[src/rtl/nbbsr_pkg.sv]
// Shared types, constants and codes of the NAND bad-block-skipping read sequencer.
// No dependencies; imported by every module in rtl.
package nbbsr_pkg;

  localparam int PagesPerBlock = 64;
  localparam int CacheEntries  = 32;
  localparam int BlockCount    = 65536;

  localparam int PageW    = $clog2(PagesPerBlock);
  localparam int PageCntW = PageW + 1;
  localparam int BlockW   = $clog2(BlockCount) + 1;
  localparam int CacheIdxW = (CacheEntries > 1) ? $clog2(CacheEntries) : 1;
  localparam int LbaW     = 24;
  localparam int SkipW    = LbaW - PageW;
  localparam int CountW   = 32;
  localparam int LeftW    = 22;
  localparam int ShiftMin = 11;
  localparam int ShiftMax = 12;

  localparam logic [7:0] MarkerGood = 8'hff;

  typedef enum logic [1:0] {
    OP_START = 2'd0,
    OP_SPARE = 2'd1,
    OP_READ  = 2'd2,
    OP_NONE  = 2'd3
  } op_e;

  typedef enum logic [1:0] {
    KIND_SPARE   = 2'd0,
    KIND_READ    = 2'd1,
    KIND_DONE    = 2'd2,
    KIND_IGNORED = 2'd3
  } kind_e;

  typedef enum logic [1:0] {
    PH_IDLE       = 2'd0,
    PH_WAIT_SPARE = 2'd1,
    PH_WAIT_READ  = 2'd2
  } phase_e;

  typedef enum logic [2:0] {
    SQ_READY  = 3'd0,
    SQ_WALK   = 3'd1,
    SQ_ISSUE  = 3'd2,
    SQ_FINISH = 3'd3,
    SQ_EMIT   = 3'd4
  } seq_e;

  typedef enum logic [1:0] {
    BS_UNKNOWN = 2'd0,
    BS_GOOD    = 2'd1,
    BS_BAD     = 2'd2
  } bstat_e;

  typedef enum logic {
    CFG_PAGE_SHIFT = 1'b0,
    CFG_PART_START = 1'b1
  } cfg_idx_e;

  typedef struct packed {
    kind_e               kind;
    logic [15:0]         block;
    logic [PageW-1:0]    first_page;
    logic [PageCntW-1:0] page_count;
    logic [31:0]         bytes_done;
    logic                ran_off_end;
  } result_t;

endpackage

[src/rtl/nbbsr_status_cache.sv]
// Bad-block status cache for the first blocks of the device: unknown, good or bad.
// Depends on nbbsr_pkg.
module nbbsr_status_cache import nbbsr_pkg::*; (
  input  logic              clk_i,
  input  logic              rst_ni,
  input  logic [BlockW-1:0] block_i,
  input  logic              wr_en_i,
  input  logic              wr_bad_i,
  output bstat_e            status_o
);

  bstat_e entries_q [CacheEntries];
  logic   hit;

  assign hit = block_i < BlockW'(CacheEntries);

  // blocks beyond the cached range always read as unknown
  always_comb begin
    status_o = BS_UNKNOWN;
    if (hit) begin
      status_o = entries_q[block_i[CacheIdxW-1:0]];
    end
  end

  always_ff @(posedge clk_i or negedge rst_ni) begin
    if (!rst_ni) begin
      for (int i = 0; i < CacheEntries; i++) begin
        entries_q[i] <= BS_UNKNOWN;
      end
    end else if (wr_en_i && hit) begin
      entries_q[block_i[CacheIdxW-1:0]] <= wr_bad_i ? BS_BAD : BS_GOOD;
    end
  end

endmodule

[src/rtl/nbbsr_result_reg.sv]
// Output register of the sequencer: holds one result until the consumer takes it.
// Depends on nbbsr_pkg.
module nbbsr_result_reg import nbbsr_pkg::*; (
  input  logic    clk_i,
  input  logic    rst_ni,
  input  logic    load_i,
  input  result_t result_i,
  output logic    free_o,
  output logic    out_valid_o,
  input  logic    out_stall_i,
  output result_t result_o
);

  logic    valid_q;
  result_t data_q;

  assign free_o      = !valid_q || !out_stall_i;
  assign out_valid_o = valid_q;
  assign result_o    = data_q;

  always_ff @(posedge clk_i or negedge rst_ni) begin
    if (!rst_ni) begin
      valid_q <= 1'b0;
    end else if (free_o) begin
      valid_q <= load_i;
    end
  end

  always_ff @(posedge clk_i) begin
    if (free_o && load_i) begin
      data_q <= result_i;
    end
  end

endmodule

[src/rtl/nand_bad_block_skip_reader.sv]
// Top level of the NAND bad-block-skipping read sequencer.
// Depends on nbbsr_pkg, nbbsr_status_cache and nbbsr_result_reg.
//
// Each request (start, spare marker response, page read completion) gives exactly one
// result: a spare read command, a page read command, done, or ignored. After a request
// is taken, the walk sequencer spends one cycle per block and steps over the blocks whose
// status the cache already knows. It stops at the first block that needs a command, or at
// the end of the read. A spare read command goes from the walk straight to the emit step;
// a page read command or a done count is first formed in the issue or finish step. The
// result then moves through the emit step into the output register, and in_stall_o stays
// high from the taken request until then. The walk steps over at most the number of
// cached blocks, 32. A good spare response with nothing left to skip goes straight to the
// issue step, a failed page read straight to the finish step, and an ignored request
// straight to the emit step. Any wait for the output register lengthens the stall. A
// finished result waiting in the output register does not hold off the next request.
module nand_bad_block_skip_reader import nbbsr_pkg::*; (
  input  logic        clk_i,
  input  logic        rst_ni,
  input  logic        cfg_we_i,
  input  logic        cfg_idx_i,
  input  logic [15:0] cfg_wdata_i,
  input  logic        in_valid_i,
  output logic        in_stall_o,
  input  logic [1:0]  operation_i,
  input  logic [23:0] lba_i,
  input  logic [31:0] byte_count_i,
  input  logic [7:0]  marker_first_i,
  input  logic [7:0]  marker_second_i,
  input  logic        read_failed_i,
  output logic        out_valid_o,
  input  logic        out_stall_i,
  output logic [1:0]  kind_o,
  output logic [15:0] block_o,
  output logic [5:0]  first_page_o,
  output logic [6:0]  page_count_o,
  output logic [31:0] bytes_done_o,
  output logic        ran_off_end_o
);

  logic [3:0]  shift_q;
  logic [15:0] part_q;

  seq_e                seq_q, seq_d;
  phase_e              phase_q, phase_d;
  logic [BlockW-1:0]   blk_q, blk_d;
  logic [SkipW-1:0]    skip_q, skip_d;
  logic [PageW-1:0]    off_q, off_d;
  logic [LeftW-1:0]    left_q, left_d;
  logic [LeftW-1:0]    read_q, read_d;
  logic [PageCntW-1:0] pend_q, pend_d;
  logic [CountW-1:0]   req_q, req_d;
  logic                fin_off_q, fin_off_d;
  result_t             res_q, res_d;

  logic                sh12;
  logic [CountW:0]     round_sum;
  logic [SkipW-1:0]    skip_blk;
  logic [SkipW-1:0]    part_ext;
  logic                spare_bad;
  logic [PageCntW-1:0] room;
  logic [PageCntW-1:0] run_pages;
  logic [CountW+1:0]   got;
  logic [CountW-1:0]   bytes;
  logic                cache_we;
  bstat_e              cache_st;
  logic                res_free;
  logic                res_load;
  result_t             res_out;
  op_e                 op;

  // configuration registers
  always_ff @(posedge clk_i or negedge rst_ni) begin
    if (!rst_ni) begin
      shift_q <= 4'(ShiftMax);
      part_q  <= '0;
    end else if (cfg_we_i) begin
      case (cfg_idx_e'(cfg_idx_i))
        CFG_PAGE_SHIFT: shift_q <= cfg_wdata_i[3:0];
        CFG_PART_START: part_q  <= cfg_wdata_i;
        default: ;
      endcase
    end
  end

  assign sh12 = shift_q > 4'(ShiftMin);
  assign op   = op_e'(operation_i);

  assign round_sum = {1'b0, byte_count_i}
                   + (sh12 ? (CountW+1)'((1 << ShiftMax) - 1)
                           : (CountW+1)'((1 << ShiftMin) - 1));
  assign skip_blk  = lba_i[LbaW-1:PageW];
  assign part_ext  = SkipW'(part_q);
  assign spare_bad = read_failed_i || ((marker_first_i & marker_second_i) != MarkerGood);

  // run clipped to the end of the block
  assign room      = PageCntW'(PagesPerBlock) - {1'b0, off_q};
  assign run_pages = (left_q < LeftW'(room)) ? left_q[PageCntW-1:0] : room;

  assign got   = sh12 ? {read_q, {ShiftMax{1'b0}}} : {1'b0, read_q, {ShiftMin{1'b0}}};
  assign bytes = (got < {2'b00, req_q}) ? got[CountW-1:0] : req_q;

  assign in_stall_o = seq_q != SQ_READY;

  nbbsr_status_cache u_cache (
    .clk_i    (clk_i),
    .rst_ni   (rst_ni),
    .block_i  (blk_q),
    .wr_en_i  (cache_we),
    .wr_bad_i (spare_bad),
    .status_o (cache_st)
  );

  always_comb begin
    seq_d     = seq_q;
    phase_d   = phase_q;
    blk_d     = blk_q;
    skip_d    = skip_q;
    off_d     = off_q;
    left_d    = left_q;
    read_d    = read_q;
    pend_d    = pend_q;
    req_d     = req_q;
    fin_off_d = fin_off_q;
    res_d     = res_q;
    cache_we  = 1'b0;
    res_load  = 1'b0;

    case (seq_q)
      SQ_READY: begin
        if (in_valid_i) begin
          res_d      = '0;
          res_d.kind = KIND_IGNORED;
          seq_d      = SQ_EMIT;
          case (op)
            OP_START: begin
              if (phase_q == PH_IDLE) begin
                req_d  = byte_count_i;
                left_d = sh12 ? {1'b0, round_sum[CountW:ShiftMax]}
                              : round_sum[CountW:ShiftMin];
                read_d = '0;
                pend_d = '0;
                off_d  = lba_i[PageW-1:0];
                blk_d  = BlockW'(part_q);
                skip_d = (skip_blk > part_ext) ? skip_blk - part_ext : '0;
                seq_d  = SQ_WALK;
              end
            end
            OP_SPARE: begin
              if (phase_q == PH_WAIT_SPARE) begin
                cache_we = 1'b1;
                phase_d  = PH_IDLE;
                if (skip_q != '0 || spare_bad) begin
                  if (skip_q != '0 && !spare_bad) begin
                    skip_d = skip_q - 1'b1;
                  end
                  blk_d = blk_q + 1'b1;
                  seq_d = SQ_WALK;
                end else begin
                  // good block with no skipping left: read from it directly
                  seq_d = SQ_ISSUE;
                end
              end
            end
            OP_READ: begin
              if (phase_q == PH_WAIT_READ) begin
                if (read_failed_i) begin
                  fin_off_d = 1'b0;
                  seq_d     = SQ_FINISH;
                end else begin
                  read_d  = read_q + LeftW'(pend_q);
                  left_d  = left_q - LeftW'(pend_q);
                  pend_d  = '0;
                  off_d   = '0;
                  blk_d   = blk_q + 1'b1;
                  phase_d = PH_IDLE;
                  seq_d   = SQ_WALK;
                end
              end
            end
            default: ;
          endcase
        end
      end
      SQ_WALK: begin
        if (skip_q == '0 && left_q == '0) begin
          fin_off_d = 1'b0;
          seq_d     = SQ_FINISH;
        end else if (blk_q >= BlockW'(BlockCount)) begin
          fin_off_d = 1'b1;
          seq_d     = SQ_FINISH;
        end else if (cache_st != BS_GOOD && cache_st != BS_BAD) begin
          phase_d          = PH_WAIT_SPARE;
          res_d            = '0;
          res_d.kind       = KIND_SPARE;
          res_d.block      = blk_q[15:0];
          res_d.page_count = PageCntW'(2);
          seq_d            = SQ_EMIT;
        end else if (skip_q != '0 || cache_st == BS_BAD) begin
          if (skip_q != '0 && cache_st != BS_BAD) begin
            skip_d = skip_q - 1'b1;
          end
          blk_d = blk_q + 1'b1;
        end else begin
          seq_d = SQ_ISSUE;
        end
      end
      SQ_ISSUE: begin
        pend_d           = run_pages;
        phase_d          = PH_WAIT_READ;
        res_d            = '0;
        res_d.kind       = KIND_READ;
        res_d.block      = blk_q[15:0];
        res_d.first_page = off_q;
        res_d.page_count = run_pages;
        seq_d            = SQ_EMIT;
      end
      SQ_FINISH: begin
        phase_d           = PH_IDLE;
        pend_d            = '0;
        res_d             = '0;
        res_d.kind        = KIND_DONE;
        res_d.bytes_done  = bytes;
        res_d.ran_off_end = fin_off_q;
        seq_d             = SQ_EMIT;
      end
      SQ_EMIT: begin
        if (res_free) begin
          res_load = 1'b1;
          seq_d    = SQ_READY;
        end
      end
      default: seq_d = SQ_READY;
    endcase
  end

  always_ff @(posedge clk_i or negedge rst_ni) begin
    if (!rst_ni) begin
      seq_q   <= SQ_READY;
      phase_q <= PH_IDLE;
    end else begin
      seq_q   <= seq_d;
      phase_q <= phase_d;
    end
  end

  always_ff @(posedge clk_i or negedge rst_ni) begin
    if (!rst_ni) begin
      blk_q     <= '0;
      skip_q    <= '0;
      off_q     <= '0;
      left_q    <= '0;
      read_q    <= '0;
      pend_q    <= '0;
      req_q     <= '0;
      fin_off_q <= 1'b0;
    end else begin
      blk_q     <= blk_d;
      skip_q    <= skip_d;
      off_q     <= off_d;
      left_q    <= left_d;
      read_q    <= read_d;
      pend_q    <= pend_d;
      req_q     <= req_d;
      fin_off_q <= fin_off_d;
    end
  end

  always_ff @(posedge clk_i) begin
    res_q <= res_d;
  end

  nbbsr_result_reg u_result (
    .clk_i       (clk_i),
    .rst_ni      (rst_ni),
    .load_i      (res_load),
    .result_i    (res_q),
    .free_o      (res_free),
    .out_valid_o (out_valid_o),
    .out_stall_i (out_stall_i),
    .result_o    (res_out)
  );

  assign kind_o        = res_out.kind;
  assign block_o       = res_out.block;
  assign first_page_o  = res_out.first_page;
  assign page_count_o  = res_out.page_count;
  assign bytes_done_o  = res_out.bytes_done;
  assign ran_off_end_o = res_out.ran_off_end;

  // a pending page run is never empty and never crosses the end of its block
  a_run_fits: assert property (@(posedge clk_i) disable iff (!rst_ni)
    (phase_q == PH_WAIT_READ) |->
      (pend_q != '0) && (({1'b0, pend_q} + PageCntW'(off_q)) <= (PageCntW+1)'(PagesPerBlock)))
    else $error("page run empty or past block end");

  // the walk moves at most one block per step
  a_walk_step: assert property (@(posedge clk_i) disable iff (!rst_ni)
    (seq_q == SQ_WALK) |=> (blk_q == $past(blk_q)) || (blk_q == $past(blk_q) + 1'b1))
    else $error("walk skipped more than one block");

  // a new result only appears from the emit step
  a_emit_only: assert property (@(posedge clk_i) disable iff (!rst_ni)
    $rose(out_valid_o) |-> $past(seq_q == SQ_EMIT))
    else $error("result appeared outside emit");

  // the skip count only grows when a start request is taken
  a_skip_grow: assert property (@(posedge clk_i) disable iff (!rst_ni)
    (skip_q > $past(skip_q)) |->
      $past(seq_q == SQ_READY && in_valid_i && op == OP_START && phase_q == PH_IDLE))
    else $error("skip count grew outside a start");

endmodule
[config.mk]
export PLATFORM = sky130hd
export DESIGN_NAME = nand_bad_block_skip_reader
export DESIGN_NICKNAME = d
export VERILOG_FILES = /design/src/rtl/nbbsr_pkg.sv /design/src/rtl/nbbsr_status_cache.sv /design/src/rtl/nbbsr_result_reg.sv /design/src/rtl/nand_bad_block_skip_reader.sv
export SDC_FILE = /design/constraint.sdc
export NUM_CORES = 1
export LEC_CHECK = 0
export BUFFER_PORTS_ARGS = -buffer_cell sky130_fd_sc_hd__buf_2
export CORE_ASPECT_RATIO = 1.1
export CORE_MARGIN = 1
export CORE_UTILIZATION = 54
export CTS_CLUSTER_DIAMETER = 100
export DETAILED_ROUTE_END_ITERATION = 12
export PLACE_DENSITY = 0.76
export SYNTH_ARGS = -nofsm -noshare
export SYNTH_HDL_FRONTEND = slang
export SYNTH_SLANG_ARGS = --single-unit
[constraint.sdc]
create_clock -name clk_i -period 7.7 [get_ports clk_i]
set_clock_uncertainty 0.15 [all_clocks]
set_input_delay 0.385 -clock clk_i [delete_from_list [all_inputs] [get_ports clk_i]]
set_output_delay 0.385 -clock clk_i [all_outputs]
set_load 0.01 [all_outputs]
# Word level (Yosys, flattened, before mapping)
# Cells that the tools add are included.
[word_totals]
register_bits = 343
inputBits = 97
out_inout_bits = 66
word_cells = 246
[op_classes]
n_addsub = 7
n_lt_le_gt_ge = 8
n_eq_ne = 38
muxes = 96
n_bitwise = 3
reduce_logical = 37
[op_table]
columns = ["op", "count"]
rows = [
  ["$mux W64", 4],
  ["$pmux W64 S4", 1],
  ["$mux W18", 11],
  ["$mux W17", 10],
  ["$mux W22", 7],
  ["$pmux W22 S2", 2],
  ["$pmux W18 S2", 2],
  ["$bwmux W64", 1],
  ["$pmux W17 S3", 1],
  ["$mux W7", 5],
  ["$lt A34 B32 Y1", 1],
  ["$mux W34", 1],
  ["$pmux W17 S2", 1],
  ["$add A32 B12 Y33", 1],
  ["$mux W32", 1],
  ["$mux W2", 14],
  ["$mux W3", 9],
  ["$ne A2 B2 Y1 const B", 13],
  ["$reduce_and A12 Y1", 2],
  ["$add A22 B7 Y22", 1],
  ["$logic_not A22 Y1", 1],
  ["$lt A22 B7 Y1", 1],
  ["$sub A22 B7 Y22", 1],
  ["$ne A3 B3 Y1 const B", 7],
  ["other kinds (53)", 91],
]

# Depth between registers and ports, before layout
[logic_depth]
ltp_word = 13
ltp_mapped = 15
depth_no_buf = 12

# Modules after synthesis
# Synthesis repeated with hierarchy kept, for this count alone.
[hier_totals]
cells_unflattened = 1861
hier_area_um2 = 18880.6
[by_module_without_submodules]
columns = ["module", "instances", "cells_per_inst", "area_each_um2", "seq_area_each_um2"]
rows = [
  ["nand_bad_block_skip_reader", 1, 1484, 13588.0, 5627.9],
  ["nbbsr_status_cache", 1, 309, 3323.2, 1601.5],
  ["nbbsr_result_reg", 1, 68, 1969.4, 1946.9],
]

# Worst setup path after synthesis
# No wires, ideal clock.
[synth_path]
path_kind = "reg-to-reg"
startpoint = "register blk_q[1]"
endpoint = "register res_q[0] (netlist name), enable pin"
setup_ns = 0.565
t_arrival_ns = 6.580
t_required_ns = 6.985
slack_ns = 0.405
path_stages_with_launch = 10
path_buffers = 2
period_less_slack_ns = 7.295
path_cell_list = "dfrtp_1 -> clkbuf_1 -> clkbuf_1 -> mux4_2 -> mux2i_1 -> a2111oi_0 -> nand2_1 -> ha_1 -> a21oi_1 -> nor3_1"
[synth_via]
elab_chain_cells = 9
elab_cells_between_ends = 13
classes_between = "order compare (2); eq/ne (4); mux (4); bitwise (1); reduce/logical (2)"
[synth_rtl]
columns = ["item", "line_no", "rtl"]
rows = [
  ["start: declaration", "nand_bad_block_skip_reader.sv:45", "logic [BlockW-1:0] blk_q, blk_d;"],
  ["start signal: assignment", "nand_bad_block_skip_reader.sv:257", "blk_q <= blk_d;"],
  ["$not A5 Y6 (implied by the code)", "nbbsr_status_cache.sv:21", "status_o = entries_q[block_i[CacheIdxW-1:0]];"],
  ["$bmux W2 S5", "nbbsr_status_cache.sv:21", ""],
  ["$mux W2 (implied by the code) (2 in series)", "nbbsr_status_cache.sv:21", ""],
  ["$mux W2", "nbbsr_status_cache.sv:20", "if (hit) begin"],
  ["$ne A2 B1 Y1 / $ne A2 B2 Y1 (equally long branches)", "nand_bad_block_skip_reader.sv:191", "end else if (cache_st != BS_GOOD && cache_st != BS_BAD) begin"],
  ["$logic_and A1 B1 Y1", "nand_bad_block_skip_reader.sv:191", ""],
  ["$ne A2 B2 Y1 (no source line)", "n/a", ""],
  ["$reduce_and A5 Y1 (no source line) *", "n/a", ""],
  ["end signal: assignment", "nand_bad_block_skip_reader.sv:269", "res_q <= res_d;"],
  ["end: declaration", "nand_bad_block_skip_reader.sv:53", "result_t res_q, res_d;"],
]
# Mark *: on every way between the ends. The rest lies on a longest branch, timed or not. The select of a mux whose other input is x is not followed.
# A chain may end at the register's enable or synchronous reset.

# Worst setup path after layout
[layout_path]
startpoint = "register blk_q[1]"
endpoint = "register skip_q[14]"
[layout_via]
elab_chain_cells = 9
elab_cells_between_ends = 18
classes_between = "order compare (2); eq/ne (7); mux (4); bitwise (1); reduce/logical (4)"
[layout_rtl]
columns = ["item", "line_no", "rtl"]
rows = [
  ["$not A5 Y6 (implied by the code)", "nbbsr_status_cache.sv:21", ""],
  ["$bmux W2 S5", "nbbsr_status_cache.sv:21", ""],
  ["$mux W2 (implied by the code) (2 in series)", "nbbsr_status_cache.sv:21", ""],
  ["$mux W2", "nbbsr_status_cache.sv:20", ""],
  ["$ne A2 B2 Y1, or another cell as far along", "nand_bad_block_skip_reader.sv:191, nand_bad_block_skip_reader.sv:199", ""],
  ["$logic_and A1 B1 Y1, or another cell as far along", "nand_bad_block_skip_reader.sv:199", "if (skip_q != '0 && cache_st != BS_BAD) begin"],
  ["$ne A2 B2 Y1 (no source line)", "n/a", ""],
  ["$reduce_and A12 Y1 (no source line) *", "n/a", ""],
  ["end signal: assignment", "nand_bad_block_skip_reader.sv:258", "skip_q <= skip_d;"],
  ["end: declaration", "nand_bad_block_skip_reader.sv:46", "logic [SkipW-1:0] skip_q, skip_d;"],
]
# Marked as above.

==> flow_metrics.tcl <==
set metrics [dict create \
    drv_slew 0 \
    dr.first_iter.drc_count 1245 \
    nNetsFinal 2156 \
    ioPinCount 163 \
    internal_power_w 0.00431 \
    crit_start "blk_q[1]" \
    area_growth_syn_to_layout_pct 14.9 \
    stdcell_count 2450 \
    grt_max_degree 81 \
    max_stage_delay_ps 930 \
    outcome "complete, no violations" \
    r2r_setup_slack_ps 3020 \
    grt_pass1_wl_microns 74800 \
    io_buffers 162 \
    ys_top_cells_by_area "dfrtp_1, edfxtp_1, mux2_2, ha_1, nor2_1" \
    yosysTopAreaCell "dfrtp_1" \
    synth_edf_count 128 \
    clockBufferDepth 3 \
    cts_resized 0 \
    ys.warnings.count 0 \
    via_per_inst 6.07 \
    drive_above_1_share_pct 18.5 \
    whs_path_depth 2 \
    startpoint_type "flip-flop" \
    post_cts_buffers 0 \
    critPathArrivalTime_ps 4930 \
    fmax_mhz 214 \
    htree_num_levels 2 \
    clockPowerShare_pct 25.2 \
    hpwl_microns 33000 \
    whs_endpoint "req_q[31]" \
    rsz0062_at_grt "no" \
    num-fill-cells 2644 \
    dr.pass1.iters 5 \
    drc 0 \
    chipHeight_microns 196 \
    critPathMaxFanout 24 \
    fin_crit_ps 4680 \
    slowest_stage "or4_1" \
    hold-worst-slack_ps 16.8 \
    critical_path.cell_chain "mux4_2 > mux2_2 > o22ai_1 > a2111oi_0 > ha_1 > a31oi_1 > a21oi_2 > or4_1 > o21ai_0 > o221ai_1" \
    reg2reg_depth 10 \
    hold_viol_final 0 \
    critPathRequiredTime_ps 7950 \
    crit_type "flip-flop to flip-flop" \
    leakagePower_nw 9.28 \
    ys_seq_area_share_pct 49.6 \
    initial_core_util_pct 55.3 \
    core_sq_um 33500 \
    swShare_pct 36.2 \
    holdCritStartpoint "byte_count_i[31]" \
    dp.cells 2346 \
    crit_path_end_kind "flip-flop" \
    vias 14883 \
    grt.total_usage_pct 27.0 \
    rows 70 \
    gp_congestion 0.931 \
    ff_latch_area_sq_um 9180 \
    r2r-start "blk_q[1]" \
    cts_tree "done" \
    grt_overflow 0 \
    ys_ff_latch 341 \
    p_seq_share_pct 43.1 \
    max-vdd-ir-drop_v 0.000188 \
    maxCapViolCount 0 \
    numClockSinks 341 \
    grt_pass1_vias 14806 \
    antenna_found_initial 4 \
    yosysTopAreaCellShare_pct 28.5 \
    wire_per_inst_microns 19.0 \
    cts_made_buffers 36 \
    clock_latency_ps 550 \
    period_share_pct 60.8 \
    combPwrFrac_pct 31.6 \
    slew_headroom_pct 22.4 \
    fin_tns_setup_ps 0 \
    yosysUniqueCellTypes 86 \
    syn_nets 1979 \
    ant_nets 0 \
    r2r_end "skip_q[14]" \
    fp.dieW_microns 179 \
    hp-class "primary input to flip-flop" \
    p_sw_w 0.00245 \
    cts.clk_slew.worst_paths_ps 60 \
    yosys_most_used_dff "dfrtp_1" \
    syn_area_sq_um 18500 \
    multi_input_area_sq_um 8710 \
    wirelength_microns 46500 \
    p_per_area_nw_per_um2 318 \
    setup_viol 0 \
    die_area_sq_um 35000 \
    synth-async-reset-ratio_pct 62.5 \
    netlist_instances 1810 \
    cts-root-buf "clkbuf_16" \
    tightest_slew_ps 1160 \
    hold_buffers 35 \
    syn_avg_cell_area_sq_um 10.2 \
]
==> power groups by stage <==
stage          clock, W  sequential (W)  combinational, W
2_1_floorplan         0         0.00287           0.00150
3_3_place_gp          0         0.00290           0.00202
3_5_place_dp          0         0.00293           0.00209
4_1_cts         0.00174         0.00290           0.00212
5_1_grt         0.00181         0.00298           0.00237
6_report        0.00170         0.00292           0.00214
==> placed cells by master, fill, tap and decap left out, types with 20 or more instances in the layout <==
master / count
dfrtp_1: 211
nor2_1: 180
nand2_1: 176
buf_2: 161
edfxtp_1: 128
a21oi_1: 123
inv_1: 90
o21ai_0: 90
mux2_2: 84
ha_1: 69
nand3_1: 47
nor3_1: 36
clkbuf_16: 36
dlygate4sd3_1: 35
nand4_1: 31
and2_1: 30
mux2i_1: 30
xnor2_1: 29
nor4_1: 24
a21o_1: 23
nor2b_1: 21
buf_4: 21
a31oi_1: 20
==> how the worst max path moves through the flow <==
stage	end	slack [ps]	cells after the start
detailed placement	skip_q[14]	3110	10
CTS	skip_q[14]	3070	10
global route	skip_q[14]	2780	10
global placement	skip_q[10]	3170	10
floorplan	res_q[0]	400	9
finish	skip_q[14]	3020	10
==> per-stage QoR <==
| stage | util, % | area [sq um] | setup WS (ps) | total power, W |
|---|---|---|---|---|
| after detailed placement | 59.0 | 19800 | 3110 | 0.00503 |
| after global placement | 59.0 | 19800 | 3170 | 0.00492 |
| after floorplan | - | 18500 | 405 | 0.00437 |
| final | 63.6 | 21300 | 3020 | 0.00676 |
| after global routing | 63.5 | 21300 | 2780 | 0.00716 |
| after CTS | 63.5 | 21300 | 3070 | 0.00677 |
==> cell usage after synthesis, types with 10 or more instances <==
cell and number:
nor3_1 37, xnor2_1 29, a211oi_1 12, o21bai_1 10, edfxtp_1 128, nand3_1 47
mux2_2 84, inv_1 90, nor4_1 25, xor2_1 16, o21ai_0 90, and3_1 13
or4_1 15, clkbuf_1 58, ha_1 69, mux2i_1 30, nand4_1 31, nand2_1 176
o22ai_1 19, nor2_1 180, buf_2 14, dfrtp_1 211, mux4_2 16, nor2b_1 21
a21oi_1 124, o211ai_1 12, o21ai_1 11, a31oi_1 20, and2_1 30, a21o_1 23
nand2b_1 18
==> registers in the layout (all words and copies together), names as in the netlist <==
name / flops
u_result.result_o: 64
u_cache.entries_q: 64
pend_q: 7
fin_off_q: 1
blk_q: 17
res_q: 64
part_q: 16
phase_q: 2
seq_q: 3
shift_q: 2
left_q: 22
skip_q: 18
read_q: 22
off_q: 6
u_result.out_valid_o: 1
req_q: 32
==> critical path, delay by kind of cell (launching register included) <==
| family | cells | cell delay (ps) |
|---|---|---|
| flip-flops | 1 | 890 |
| multiplexers | 2 | 500 |
| AND/OR/NAND/NOR | 1 | 930 |
| AO/OA/AOI/OAI | 6 | 1640 |
| adder cells (fa/ha/maj) | 1 | 400 |
==> routing by layer <==
layer  global-route usage (%)  vias up  wire length [microns]
met1                     33.1     7239                  18300
met3                     4.15      111                   2870
li1                         -     6969                      -
met5                        0        -                      8
met4                     11.0        2                   1550
met2                     47.1      562                  23700
==> logic make-up after synthesis <==
family | share of synthesized area [%]
simple gates | 16.9
compound gates | 14.1
flops | 49.6
buf+inv | 3.60
mux | 8.68
fa+ha+maj | 4.99
xor+xnor | 2.13
==> layout make-up <==
type,count,area share [%]
antenna,3,0.0353
clock buffer,43,4.45
clock inverter,23,0.983
inverter,91,1.61
multi-input combinational,1299,41.0
sequential,341,43.2
tap,432,2.54
timing repair buffer,218,6.24
No activity file was read; power rests on OpenSTA's default activity.
